**src/rtl/bta_pkg.sv**
```systemverilog
`timescale 1ns / 1ps
`default_nettype none
// ----------------------------------------------------------------------------
// bta_pkg
// Shared types and constants for the boundary-tag first-fit allocator.
// ----------------------------------------------------------------------------
package bta_pkg;

	localparam int ARENA_WORDS  = 1024;
	localparam int MEM_AW       = $clog2(ARENA_WORDS);
	localparam int HEADER_WORDS = 4;
	localparam int FOOTER_WORDS = 1;
	localparam int OVERHEAD     = HEADER_WORDS + FOOTER_WORDS;
	localparam int ADDR_W       = 19;
	localparam int SIZE_W       = 17;
	localparam int PTR_W        = 16;
	localparam int CNT_W        = MEM_AW + 1;
	localparam int FREE_BIT     = 31;

	typedef logic [ADDR_W-1:0] addr_t;
	typedef logic [SIZE_W-1:0] sz_t;
	typedef logic [PTR_W-1:0]  ptr_t;
	typedef logic [31:0]       word_t;

	localparam ptr_t  LINK_NULL = 16'hFFFF;
	localparam addr_t HDR_A     = addr_t'(HEADER_WORDS);
	localparam addr_t OVH_A     = addr_t'(OVERHEAD);
	localparam addr_t ARENA_A   = addr_t'(ARENA_WORDS);

	typedef enum logic [1:0] {
		CMD_INIT    = 2'd0,
		CMD_ALLOC   = 2'd1,
		CMD_FREE    = 2'd2,
		CMD_RELEASE = 2'd3
	} cmd_t;

	typedef enum logic [5:0] {
		S_IDLE, S_DISPATCH, S_DONE,
		S_I_W0, S_I_W1, S_I_W2,
		S_A_CHK, S_A_HDR, S_A_LNK, S_A_SPLIT, S_A_NB, S_A_NF, S_A_CUR, S_A_LINKS,
		S_U_RD, S_U_LK, S_U_PW, S_U_N, S_U_NW,
		S_P_W, S_P_RD, S_P_WR,
		S_F_HDR, S_F_FT, S_F_L, S_F_LD, S_F_R, S_F_RD,
		S_F_MR, S_F_MR2, S_F_MR3, S_F_MR4, S_F_MR5,
		S_F_ML, S_F_ML2, S_F_ML3, S_F_ML4, S_F_ML5, S_F_ML6
	} state_t;

	typedef struct packed {
		cmd_t                   cmd;
		logic [MEM_AW:0]        size_words;
		logic                   ptr_null;
		logic [MEM_AW:0]        free_offset;
	} bta_req_t;

	typedef struct packed {
		logic                   status;
		logic [MEM_AW-1:0]      payload_offset;
	} bta_res_t;

	typedef struct packed {
		logic                   en;
		logic                   we;
		logic [MEM_AW-1:0]      addr;
		word_t                  wdata;
	} mem_req_t;

endpackage
`default_nettype wire

```
**src/rtl/bta_seq.sv**
```systemverilog
`timescale 1ns / 1ps
`default_nettype none
// ----------------------------------------------------------------------------
// bta_seq
// Request sequencer: walks the free list and edits boundary tags through
// one read-or-write memory port.
// ----------------------------------------------------------------------------
module bta_seq
	import bta_pkg::*;
(
	input  wire logic     clk,
	input  wire logic     arst_n,
	input  wire logic     start,
	input  wire bta_req_t req,
	output logic          idle,
	output logic          res_valid,
	input  wire logic     res_ready,
	output bta_res_t      res,
	output mem_req_t      mem_req,
	input  wire word_t    mem_rdata
);

	state_t state_q, state_d, ret_q;

	cmd_t              cmd_q;
	logic [MEM_AW:0]   req_q;
	logic              pnull_q;
	logic [MEM_AW:0]   off_q;
	logic              ready_q;
	logic [MEM_AW:0]   size_q;
	ptr_t              head_q;
	ptr_t              cur_q;
	logic [CNT_W-1:0]  iter_q;
	sz_t               bs_q, s_q, rs_q, ns_q;
	ptr_t              h_q, l_q, ub_q, pb_q, up_q, un_q;
	addr_t             r_q, er_q, eb_q;
	logic              has_l_q, has_r_q;
	logic              status_q;
	logic [MEM_AW-1:0] pay_q;
	logic              oor_q;

	logic  acc_en, acc_we;
	addr_t acc_addr;
	word_t acc_wdata;
	word_t rdata;
	sz_t   rd_size;
	logic  rd_free;
	ptr_t  rd_next, rd_prev;

	logic  init_ok, alloc_ok, free_ok;
	logic  a_fit, a_split;
	addr_t a_nb;
	sz_t   a_ns;
	logic  f_big, f_ls_ok, f_r_in, f_r_fit;
	addr_t f_r;
	sz_t   f_s_mr, f_ns;

	assign rdata   = oor_q ? '0 : mem_rdata;
	assign rd_size = rdata[SIZE_W-1:0];
	assign rd_free = rdata[FREE_BIT];
	assign rd_next = rdata[15:0];
	assign rd_prev = rdata[31:16];

	assign init_ok  = (req_q >= (MEM_AW+1)'(OVERHEAD)) && (req_q <= (MEM_AW+1)'(ARENA_WORDS));
	assign alloc_ok = ready_q && (req_q != '0);
	assign free_ok  = !pnull_q && ready_q && (off_q >= (MEM_AW+1)'(HEADER_WORDS))
		&& (addr_t'(off_q) - HDR_A < ARENA_A);

	assign a_fit   = bs_q >= sz_t'(req_q);
	assign a_split = (bs_q - sz_t'(req_q)) > sz_t'(OVERHEAD);
	assign a_nb    = addr_t'(cur_q) + addr_t'(req_q) + OVH_A;
	assign a_ns    = bs_q - sz_t'(req_q) - sz_t'(OVERHEAD);

	assign f_big   = addr_t'(h_q) + OVH_A + addr_t'(rd_size) > addr_t'(size_q);
	assign f_ls_ok = addr_t'(rd_size) + HDR_A <= addr_t'(h_q) - addr_t'(1);
	assign f_r     = addr_t'(h_q) + OVH_A + addr_t'(s_q);
	assign f_r_in  = f_r < addr_t'(size_q);
	assign f_r_fit = r_q + OVH_A + addr_t'(rd_size) <= addr_t'(size_q);
	assign f_s_mr  = s_q + sz_t'(OVERHEAD) + rs_q;
	assign f_ns    = rd_size + sz_t'(OVERHEAD) + s_q;

	assign idle      = (state_q == S_IDLE);
	assign res_valid = (state_q == S_DONE);
	assign res.status         = status_q;
	assign res.payload_offset = pay_q;

	assign mem_req.en    = acc_en && (acc_addr < ARENA_A);
	assign mem_req.we    = acc_we;
	assign mem_req.addr  = acc_addr[MEM_AW-1:0];
	assign mem_req.wdata = acc_wdata;

	always_ff @(posedge clk or negedge arst_n) begin
		if (!arst_n) begin
			state_q <= S_IDLE;
		end else begin
			state_q <= state_d;
		end
	end

	always_comb begin
		state_d   = state_q;
		acc_en    = 1'b0;
		acc_we    = 1'b0;
		acc_addr  = '0;
		acc_wdata = '0;
		case (state_q)
			S_IDLE: begin
				if (start) state_d = S_DISPATCH;
			end
			S_DISPATCH: begin
				case (cmd_q)
					CMD_INIT:  state_d = init_ok ? S_I_W0 : S_DONE;
					CMD_ALLOC: state_d = alloc_ok ? S_A_CHK : S_DONE;
					CMD_FREE: begin
						if (free_ok) begin
							acc_en   = 1'b1;
							acc_addr = addr_t'(off_q) - HDR_A;
							state_d  = S_F_HDR;
						end else begin
							state_d = S_DONE;
						end
					end
					default: state_d = S_DONE;
				endcase
			end
			S_I_W0: begin
				acc_en = 1'b1; acc_we = 1'b1; acc_addr = '0;
				acc_wdata = word_t'(req_q - (MEM_AW+1)'(OVERHEAD));
				acc_wdata[FREE_BIT] = 1'b1;
				state_d = S_I_W1;
			end
			S_I_W1: begin
				acc_en = 1'b1; acc_we = 1'b1; acc_addr = addr_t'(1);
				acc_wdata = '1;
				state_d = S_I_W2;
			end
			S_I_W2: begin
				acc_en = 1'b1; acc_we = 1'b1;
				acc_addr  = addr_t'(req_q) - OVH_A + HDR_A;
				acc_wdata = word_t'(req_q - (MEM_AW+1)'(OVERHEAD));
				state_d = S_DONE;
			end
			S_A_CHK: begin
				if (iter_q == CNT_W'(ARENA_WORDS) || addr_t'(cur_q) >= ARENA_A) begin
					state_d = S_DONE;
				end else begin
					acc_en = 1'b1; acc_addr = addr_t'(cur_q);
					state_d = S_A_HDR;
				end
			end
			S_A_HDR: begin
				acc_en = 1'b1; acc_addr = addr_t'(cur_q) + addr_t'(1);
				state_d = S_A_LNK;
			end
			S_A_LNK: begin
				state_d = a_fit ? S_U_RD : S_A_CHK;
			end
			S_U_RD: begin
				acc_en = 1'b1; acc_addr = addr_t'(ub_q) + addr_t'(1);
				state_d = S_U_LK;
			end
			S_U_LK: begin
				if (rd_prev != LINK_NULL) begin
					acc_en = 1'b1; acc_addr = addr_t'(rd_prev) + addr_t'(1);
					state_d = S_U_PW;
				end else begin
					state_d = S_U_N;
				end
			end
			S_U_PW: begin
				acc_en = 1'b1; acc_we = 1'b1; acc_addr = addr_t'(up_q) + addr_t'(1);
				acc_wdata = {rd_prev, un_q};
				state_d = S_U_N;
			end
			S_U_N: begin
				if (un_q != LINK_NULL) begin
					acc_en = 1'b1; acc_addr = addr_t'(un_q) + addr_t'(1);
					state_d = S_U_NW;
				end else begin
					state_d = ret_q;
				end
			end
			S_U_NW: begin
				acc_en = 1'b1; acc_we = 1'b1; acc_addr = addr_t'(un_q) + addr_t'(1);
				acc_wdata = {up_q, rd_next};
				state_d = ret_q;
			end
			S_P_W: begin
				acc_en = 1'b1; acc_we = 1'b1; acc_addr = addr_t'(pb_q) + addr_t'(1);
				acc_wdata = {LINK_NULL, head_q};
				state_d = (head_q != LINK_NULL) ? S_P_RD : ret_q;
			end
			S_P_RD: begin
				acc_en = 1'b1; acc_addr = addr_t'(head_q) + addr_t'(1);
				state_d = S_P_WR;
			end
			S_P_WR: begin
				acc_en = 1'b1; acc_we = 1'b1; acc_addr = addr_t'(head_q) + addr_t'(1);
				acc_wdata = {pb_q, rd_next};
				state_d = ret_q;
			end
			S_A_SPLIT: begin
				acc_en = 1'b1; acc_we = 1'b1;
				if (a_split) begin
					acc_addr  = addr_t'(cur_q) + HDR_A + addr_t'(req_q);
					acc_wdata = word_t'(req_q);
					state_d   = S_A_NB;
				end else begin
					acc_addr  = addr_t'(cur_q);
					acc_wdata = word_t'(bs_q);
					state_d   = S_A_LINKS;
				end
			end
			S_A_NB: begin
				acc_en = 1'b1; acc_we = 1'b1; acc_addr = a_nb;
				acc_wdata = word_t'(a_ns);
				acc_wdata[FREE_BIT] = 1'b1;
				state_d = S_P_W;
			end
			S_A_NF: begin
				acc_en = 1'b1; acc_we = 1'b1; acc_addr = a_nb + HDR_A + addr_t'(a_ns);
				acc_wdata = word_t'(a_ns);
				state_d = S_A_CUR;
			end
			S_A_CUR: begin
				acc_en = 1'b1; acc_we = 1'b1; acc_addr = addr_t'(cur_q);
				acc_wdata = word_t'(req_q);
				state_d = S_A_LINKS;
			end
			S_A_LINKS: begin
				acc_en = 1'b1; acc_we = 1'b1; acc_addr = addr_t'(cur_q) + addr_t'(1);
				acc_wdata = '1;
				state_d = S_DONE;
			end
			S_F_HDR: begin
				if (rd_free || f_big) begin
					state_d = S_DONE;
				end else begin
					acc_en = 1'b1; acc_addr = addr_t'(h_q) + HDR_A + addr_t'(rd_size);
					state_d = S_F_FT;
				end
			end
			S_F_FT: begin
				if (rd_size != s_q) begin
					state_d = S_DONE;
				end else begin
					acc_en = 1'b1; acc_we = 1'b1; acc_addr = addr_t'(h_q);
					acc_wdata = word_t'(s_q);
					acc_wdata[FREE_BIT] = 1'b1;
					state_d = S_P_W;
				end
			end
			S_F_L: begin
				if (addr_t'(h_q) >= OVH_A) begin
					acc_en = 1'b1; acc_addr = addr_t'(h_q) - addr_t'(FOOTER_WORDS);
					state_d = S_F_LD;
				end else begin
					state_d = S_F_R;
				end
			end
			S_F_LD: state_d = S_F_R;
			S_F_R: begin
				if (f_r_in) begin
					acc_en = 1'b1; acc_addr = f_r;
					state_d = S_F_RD;
				end else begin
					state_d = S_F_MR;
				end
			end
			S_F_RD: state_d = S_F_MR;
			S_F_MR: begin
				if (has_r_q) begin
					acc_en = 1'b1; acc_addr = r_q;
					state_d = S_F_MR2;
				end else begin
					state_d = S_F_ML;
				end
			end
			S_F_MR2: state_d = rd_free ? S_U_RD : S_F_ML;
			S_F_MR3: begin
				acc_en = 1'b1; acc_we = 1'b1; acc_addr = addr_t'(h_q);
				acc_wdata = word_t'(f_s_mr);
				acc_wdata[FREE_BIT] = 1'b1;
				state_d = S_F_MR4;
			end
			S_F_MR4: begin
				acc_en = 1'b1; acc_we = 1'b1; acc_addr = er_q;
				acc_wdata = word_t'(s_q);
				state_d = S_F_MR5;
			end
			S_F_MR5: begin
				acc_en = 1'b1; acc_we = 1'b1; acc_addr = r_q;
				acc_wdata = word_t'(rs_q);
				state_d = S_F_ML;
			end
			S_F_ML: begin
				if (has_l_q) begin
					acc_en = 1'b1; acc_addr = addr_t'(l_q);
					state_d = S_F_ML2;
				end else begin
					state_d = S_DONE;
				end
			end
			S_F_ML2: state_d = rd_free ? S_U_RD : S_DONE;
			S_F_ML3: begin
				acc_en = 1'b1; acc_addr = addr_t'(l_q);
				state_d = S_F_ML4;
			end
			S_F_ML4: begin
				acc_en = 1'b1; acc_we = 1'b1; acc_addr = addr_t'(l_q);
				acc_wdata = word_t'(f_ns);
				acc_wdata[FREE_BIT] = 1'b1;
				state_d = S_F_ML5;
			end
			S_F_ML5: begin
				acc_en = 1'b1; acc_we = 1'b1; acc_addr = eb_q;
				acc_wdata = word_t'(ns_q);
				state_d = S_F_ML6;
			end
			S_F_ML6: begin
				acc_en = 1'b1; acc_we = 1'b1; acc_addr = addr_t'(h_q);
				acc_wdata = word_t'(s_q);
				state_d = S_DONE;
			end
			S_DONE: begin
				if (res_ready) state_d = S_IDLE;
			end
			default: state_d = S_IDLE;
		endcase
	end

	// arena registers
	always_ff @(posedge clk or negedge arst_n) begin
		if (!arst_n) begin
			ready_q <= 1'b0;
			head_q  <= LINK_NULL;
			size_q  <= '0;
		end else begin
			case (state_q)
				S_DISPATCH: begin
					if (cmd_q == CMD_INIT && init_ok) begin
						ready_q <= 1'b1;
						head_q  <= '0;
						size_q  <= req_q;
					end else if (cmd_q == CMD_RELEASE) begin
						ready_q <= 1'b0;
						head_q  <= LINK_NULL;
						size_q  <= '0;
					end
				end
				S_U_LK: begin
					if (rd_prev == LINK_NULL) head_q <= rd_next;
				end
				S_P_W: begin
					if (head_q == LINK_NULL) head_q <= pb_q;
				end
				S_P_WR: head_q <= pb_q;
				default: ;
			endcase
		end
	end

	// working registers
	always_ff @(posedge clk) begin
		oor_q <= acc_en && !acc_we && (acc_addr >= ARENA_A);
		case (state_q)
			S_IDLE: begin
				if (start) begin
					cmd_q   <= req.cmd;
					req_q   <= req.size_words;
					pnull_q <= req.ptr_null;
					off_q   <= req.free_offset;
				end
			end
			S_DISPATCH: begin
				status_q <= !((cmd_q == CMD_INIT && init_ok) || cmd_q == CMD_RELEASE);
				pay_q    <= '0;
				cur_q    <= head_q;
				iter_q   <= '0;
				h_q      <= ptr_t'(addr_t'(off_q) - HDR_A);
			end
			S_A_HDR: bs_q <= rd_size;
			S_A_LNK: begin
				if (a_fit) begin
					ub_q  <= cur_q;
					ret_q <= S_A_SPLIT;
				end else begin
					cur_q  <= rd_next;
					iter_q <= iter_q + CNT_W'(1);
				end
			end
			S_U_LK: begin
				up_q <= rd_prev;
				un_q <= rd_next;
			end
			S_A_NB: begin
				pb_q  <= ptr_t'(a_nb);
				ret_q <= S_A_NF;
			end
			S_A_LINKS: begin
				status_q <= 1'b0;
				pay_q    <= MEM_AW'(addr_t'(cur_q) + HDR_A);
			end
			S_F_HDR: s_q <= rd_size;
			S_F_FT: begin
				pb_q    <= h_q;
				ret_q   <= S_F_L;
				eb_q    <= addr_t'(h_q) + HDR_A + addr_t'(s_q);
				has_l_q <= 1'b0;
				has_r_q <= 1'b0;
			end
			S_F_LD: begin
				has_l_q <= f_ls_ok;
				l_q     <= ptr_t'(addr_t'(h_q) - addr_t'(FOOTER_WORDS) - addr_t'(rd_size) - HDR_A);
			end
			S_F_R: r_q <= f_r;
			S_F_RD: begin
				has_r_q <= f_r_fit;
				er_q    <= r_q + HDR_A + addr_t'(rd_size);
			end
			S_F_MR2: begin
				rs_q  <= rd_size;
				ub_q  <= ptr_t'(r_q);
				ret_q <= S_F_MR3;
			end
			S_F_MR3: s_q <= f_s_mr;
			S_F_MR5: eb_q <= er_q;
			S_F_ML: begin
				if (!has_l_q) status_q <= 1'b0;
			end
			S_F_ML2: begin
				ub_q  <= h_q;
				ret_q <= S_F_ML3;
				if (!rd_free) status_q <= 1'b0;
			end
			S_F_ML4: ns_q <= f_ns;
			S_F_ML6: status_q <= 1'b0;
			default: ;
		endcase
	end

endmodule
`default_nettype wire

```
**config.mk**
```make
export PLATFORM = sky130hd
export DESIGN_NAME = bta_seq
export DESIGN_NICKNAME = d
export VERILOG_FILES = /design/src/rtl/bta_pkg.sv /design/src/rtl/bta_seq.sv
export SDC_FILE = /design/constraint.sdc
export NUM_CORES = 1
export LEC_CHECK = 0
export ABC_AREA = 0
export BUFFER_PORTS_ARGS = -buffer_cell sky130_fd_sc_hd__buf_2
export CORE_MARGIN = 5
export CORE_UTILIZATION = 41
export CTS_BUF_LIST = sky130_fd_sc_hd__clkbuf_2 sky130_fd_sc_hd__clkbuf_4 sky130_fd_sc_hd__clkbuf_8
export DETAILED_ROUTE_END_ITERATION = 6
export PLACE_DENSITY_LB_ADDON = 0.1
export SYNTH_ARGS = -nofsm -noshare
export SYNTH_HDL_FRONTEND = slang
export SYNTH_SLANG_ARGS = --single-unit
```
**constraint.sdc**
```tcl
create_clock -name clk -period 15 [get_ports clk]
set_clock_uncertainty 0.1 [all_clocks]
set_input_delay 2.25 -clock clk [delete_from_list [all_inputs] [get_ports clk]]
set_output_delay 2.25 -clock clk [all_outputs]
set_load 0.03 [all_outputs]
```
* Word level (Yosys, flattened, before mapping)
Cells that the tools add are included.
** Storage, ports and cells
- Register bits :: 327
- Bits in latches :: 0
- RAM bits :: 0
- ROM bits :: 0
- Output and inout port bits :: 57
- Word-level logic and storage cells :: 264
- Memories kept :: 0
** Operators by class
- Add/subtract/negate cells :: 38
- Multiply operators :: 0
- Div/mod/pow operators :: 0
- $lt $le $gt $ge :: 14
- Equality and inequality tests :: 57
- Shift-type cells :: 0
- Mux-type cells :: 77
- Bitwise gates (word level) :: 0
- Reductions and logical operators :: 49
** Operators by type and width (number)
- $pmux W32 S17 :: 1
- $pmux W19 S27 :: 1
- $pmux W6 S36 :: 1
- $mux W16 :: 9
- $add A16 B1 Y17 const B :: 7
- $mux W19 :: 6
- $eq A6 B5 Y1 const B :: 16
- $add A17 B17 Y18 :: 4
- $mux W32 :: 2
- $pmux W16 S2 :: 2
- $pmux W16 S4 :: 1
- $add A19 B17 Y19 :: 3
- $add A16 B3 Y17 const B :: 3
- $mux W17 :: 3
- $eq A6 B4 Y1 const B :: 8
- $mux W6 :: 8
- $ne A16 B16 Y1 const B :: 3
- $pmux W16 S3 :: 1
- $eq A6 B6 Y1 const B :: 7
- $add A19 B3 Y19 const B :: 2
- $lt A19 B11 Y1 const B :: 2
- $pmux W19 S2 :: 1
- $add A17 B3 Y18 const B :: 2
- $sub A11 B3 Y12 const B :: 3
- other kinds (66) :: 139

* Logic depth before layout (Yosys ltp)
- Depth in word-level cells :: 9
- Mapped depth :: 26
- Mapped depth without buffers :: 25

* Least setup slack after synthesis
Ideal clock, no wire load.
- Kind :: input port to output port
- Start :: input mem_rdata[0]
- End :: output mem_req[43] (netlist bit)
- Arrival time :: 6.387 ns
- Required time :: 12.650 ns
- Slack :: 6.263 ns
- Stages on the path :: 22
- Cells stage by stage :: nand2b_1 inv_1 ha_1 inv_1 fa_1 nor2b_1 o2111ai_1 a31oi_1 a21o_1 a21oi_1 xnor2_1 ha_1 nand2_1 nor2_1 nand2_1 o211ai_1 a2111oi_2 nand3_1 o211ai_1 or4_1 a221o_1 a21oi_1
** RTL lines
- start: declaration :: RTL line bta_seq.sv:20 : input wire word_t mem_rdata
- end: declaration :: RTL line bta_seq.sv:19 : output mem_req_t mem_req,

==> results.yml <==
placed_design:
  dpl.cell_count: 4515
  place.gp.congestion: 1.08
  dp_hpwl_um: 129000
  numPortBuffers: 117
clock_tree:
  cts_tree: "built"
  clockRootBuffer: "clkbuf_8"
  cts_max_path_buffers: 3
  clk_pin_slew_ns: 0.06
  numClockSinks: 322
  insertion_delay_ns: 0.70
  cts_made_buffers: 68
  htree_levels: 3
  ctsResizeCount: 0
  postCtsSetupBuffers: 0
  cts-hold-fix-buffers: 0
global_routing:
  grt_pass1_wl_um: 227000
  grt_usage: 0.391
  overflow: 0
  grt_max_degree: 52
  antenna_found_initial: 21
  grt_pass1_vias: 29700
layout:
  fin_util: 0.459
  final_cell_mix: "ha_1, nand2_1, edfxtp_1, nor2_1, a21oi_1"
  post_route_cells_drive_above_1_share: 0.115
  fin_cells: 4657
  fillers: 7230
  final_common_cell: "ha_1"
  finalNetCount: 4039
  areaGrowthSynthToFinish_pct: 11.2
min_path:
  min_from: "ret_q[5]$_DFFE_PP_"
  worstHoldPathType: "flop to flop"
yosys:
  synthDominantCellAreaShare: 0.280
  synth_area_mm2: 0.0307
  yosys_warnings: 0
  syn_nets: 3901
  yosysSeqAreaShare: 0.309
  yosys.area.top_type: "edfxtp_1"
  syn_inst: 3479
  ys.flop_type: "edfxtp_1"
  async_flop_share: 0.106
  syn_area_per_cell_um2: 8.84
  yosys-top-cells-area: "edfxtp_1, ha_1, xnor2_1"
  synth_edf_count: 287
  yosysUniqueCellTypes: 101
  ys_ff_latch: 322
drt:
  drt.antenna.violating_nets: 0
  drt-pass1-iter-count: 7
  vias_per_cell: 6.78
  drc: 2
  drt_iter0_markers: 4904
  finalWirelength_um: 166000
  wl_per_cell_um: 35.6
  vias: 31600
timing:
  max_freq_mhz: 88.8
  relSlewSlack: 0.0920
  final_hold_viol_count: 0
  fin_crit_sh: 0.751
  min_period_ns: 11.26
  tightest_slew_ns: 1.36
  tns_ns: 0
  grt_setup_unrepaired: "false"
  setup_viol: 0
  finalMaxSlewViolations: 0
floorplan:
  start_util: 0.413
  core_mm2: 0.0744
  io_pins: 118
  fp-row-count: 100
  die_w_um: 284
  dieArea_mm2: 0.0805
  die_height_um: 284
worst_setup_path:
  rrSetupSlack_ns: 6.90
  crit_family: "compound AO/OA/AOI/OAI gates"
  path_max_fanout: 10
  cp-start-kind: "flop"
  crit_type: "flop to output pin"
  cp-endpoint: "mem_req[43]"
  crit_chain: "inv_1 -> ha_1 -> o21a_1 -> o31a_1 -> o31ai_1 -> o21ai_0 -> or3_1 -> xor2_1 -> and3_1 -> nand3_1 -> xnor2_1 -> ha_1 -> ha_1 -> a211oi_1 -> o32ai_1 -> a21oi_1 -> a2bb2oi_1 -> nand4_1 -> nor4_1 -> o211ai_1 -> or4_1 -> a221o_1 -> a21oi_1 -> buf_2"
  cp_num_cells: 24
  reg2regPathDepth: 23
  timing.critical_path.buf_inv: 2
  cp.required_ns: 12.65
  cp_slowest_cell: "edfxtp_1"
  worst_path_most_repeated_cell: "ha_1"
  reg2reg_from: "req_q[2]$_DFFE_PP_"
  cp-end-kind: "output pin"
  critPathMaxStageDelay_ns: 0.70
  cp.arrival_ns: 8.91
  worst_r2r_endpoint: "oor_q$_DFF_P_"
  critPathLaunch: "req_q[2]$_DFFE_PP_"
pwr:
  total_power_mw: 7.54
  vdd_drop_max_mv: 0.128
  power_leakage_nw: 13.9
  power_density_mw_per_mm2: 220
status:
  failed_checks: "DRC"
  outcome: "complete, but fails checks"
run:
  cap_viol_max_count: 0
## synthesized netlist by cell type (27+ instances only)
cell	count
nand2_1	321
xor2_1	102
xnor2_1	172
a22oi_1	51
a21oi_1	245
and3_1	46
o21a_1	39
nor3_1	75
clkbuf_1	118
o2111ai_1	28
nand3_1	130
o21ai_0	184
a21o_1	49
nor4_1	27
nand2b_1	50
a211oi_1	39
nand4_1	51
a221oi_1	44
ha_1	347
nor2_1	265
o211ai_1	27
inv_1	189
nor2b_1	57
edfxtp_1	287
## kinds of logic (layout without fill, tap and decap cells)
logic type	after synthesis	in the layout	synth area share
compound gates	990	990	0.222
xor+xnor	276	276	0.0791
fa+ha+maj	361	361	0.150
buf+inv	346	537	0.0445
flops	322	322	0.309
mux	23	23	0.00769
other cells	0	18	0
simple gates	1161	1161	0.187
## layout make-up
| type | count | area, µm² | area share |
|---|---|---|---|
| antenna | 18 | 45.0 | 0.00132 |
| clock buffer | 93 | 1170 | 0.0343 |
| clock inverter | 30 | 198 | 0.00578 |
| inverter | 192 | 721 | 0.0211 |
| multi-input combinational | 2811 | 20000 | 0.584 |
| sequential | 322 | 9510 | 0.278 |
| tap | 969 | 1210 | 0.0355 |
| timing repair buffer | 222 | 1370 | 0.0402 |
## flip-flops by register name (all words and copies together) (netlist names), 12 cells and up
name,cells
er_q,19
l_q,16
cur_q,16
un_q,16
ns_q,17
pb_q,16
eb_q,19
up_q,16
h_q,12
s_q,17
rs_q,17
r_q,18
bs_q,17
head_q,16
ub_q,16
## metrics by stage
step | instance area, µm² | worst slack, ns | hold slack (ns)
final | 34200 | 3.74 | 0.375
after global routing | 34200 | 3.42 | 0.380
after CTS | 34100 | 4.08 | 0.375
after detailed placement | 32800 | 4.58 | 0.356
after global placement | 32800 | 4.39 | 0.329
after floorplan | 30700 | 6.26 | 0.315
## how the worst min path moves through the flow
stage	to	slack (ns)	cells after the start
global route	state_q[5]$_DFFE_PN0P_	0.38	2
detailed placement	state_q[5]$_DFFE_PN0P_	0.36	2
finish	state_q[5]$_DFFE_PN0P_	0.37	2
floorplan	state_q[5]$_DFFE_PN0P_	0.31	2
global placement	state_q[5]$_DFFE_PN0P_	0.33	2
CTS	state_q[5]$_DFFE_PN0P_	0.38	2
## power by group
| group | leakage, nW | internal, mW | switching (mW) |
|---|---|---|---|
| registers | 3.00 | 1.23 | 0.211 |
| clock network | 0.723 | 0.543 | 0.465 |
| logic | 10.2 | 1.66 | 3.43 |
| total | 13.9 | 3.43 | 4.10 |
## worst min-delay path, delay by kind of cell, from the launching register on
kind             cells  cell delay (ns)
DFF                  1             0.33
and+or+nand+nor      2             0.11
## metal layers
layer | routed length (µm) | up-vias | global-route usage
li1 | - | 13400 | -
met3 | 19400 | 524 | 0.111
met2 | 70800 | 2293 | 0.596
met4 | 13100 | 10 | 0.243
met1 | 62400 | 15300 | 0.489
met5 | 63 | - | 0
No activity file was read; power rests on OpenSTA's default activity.
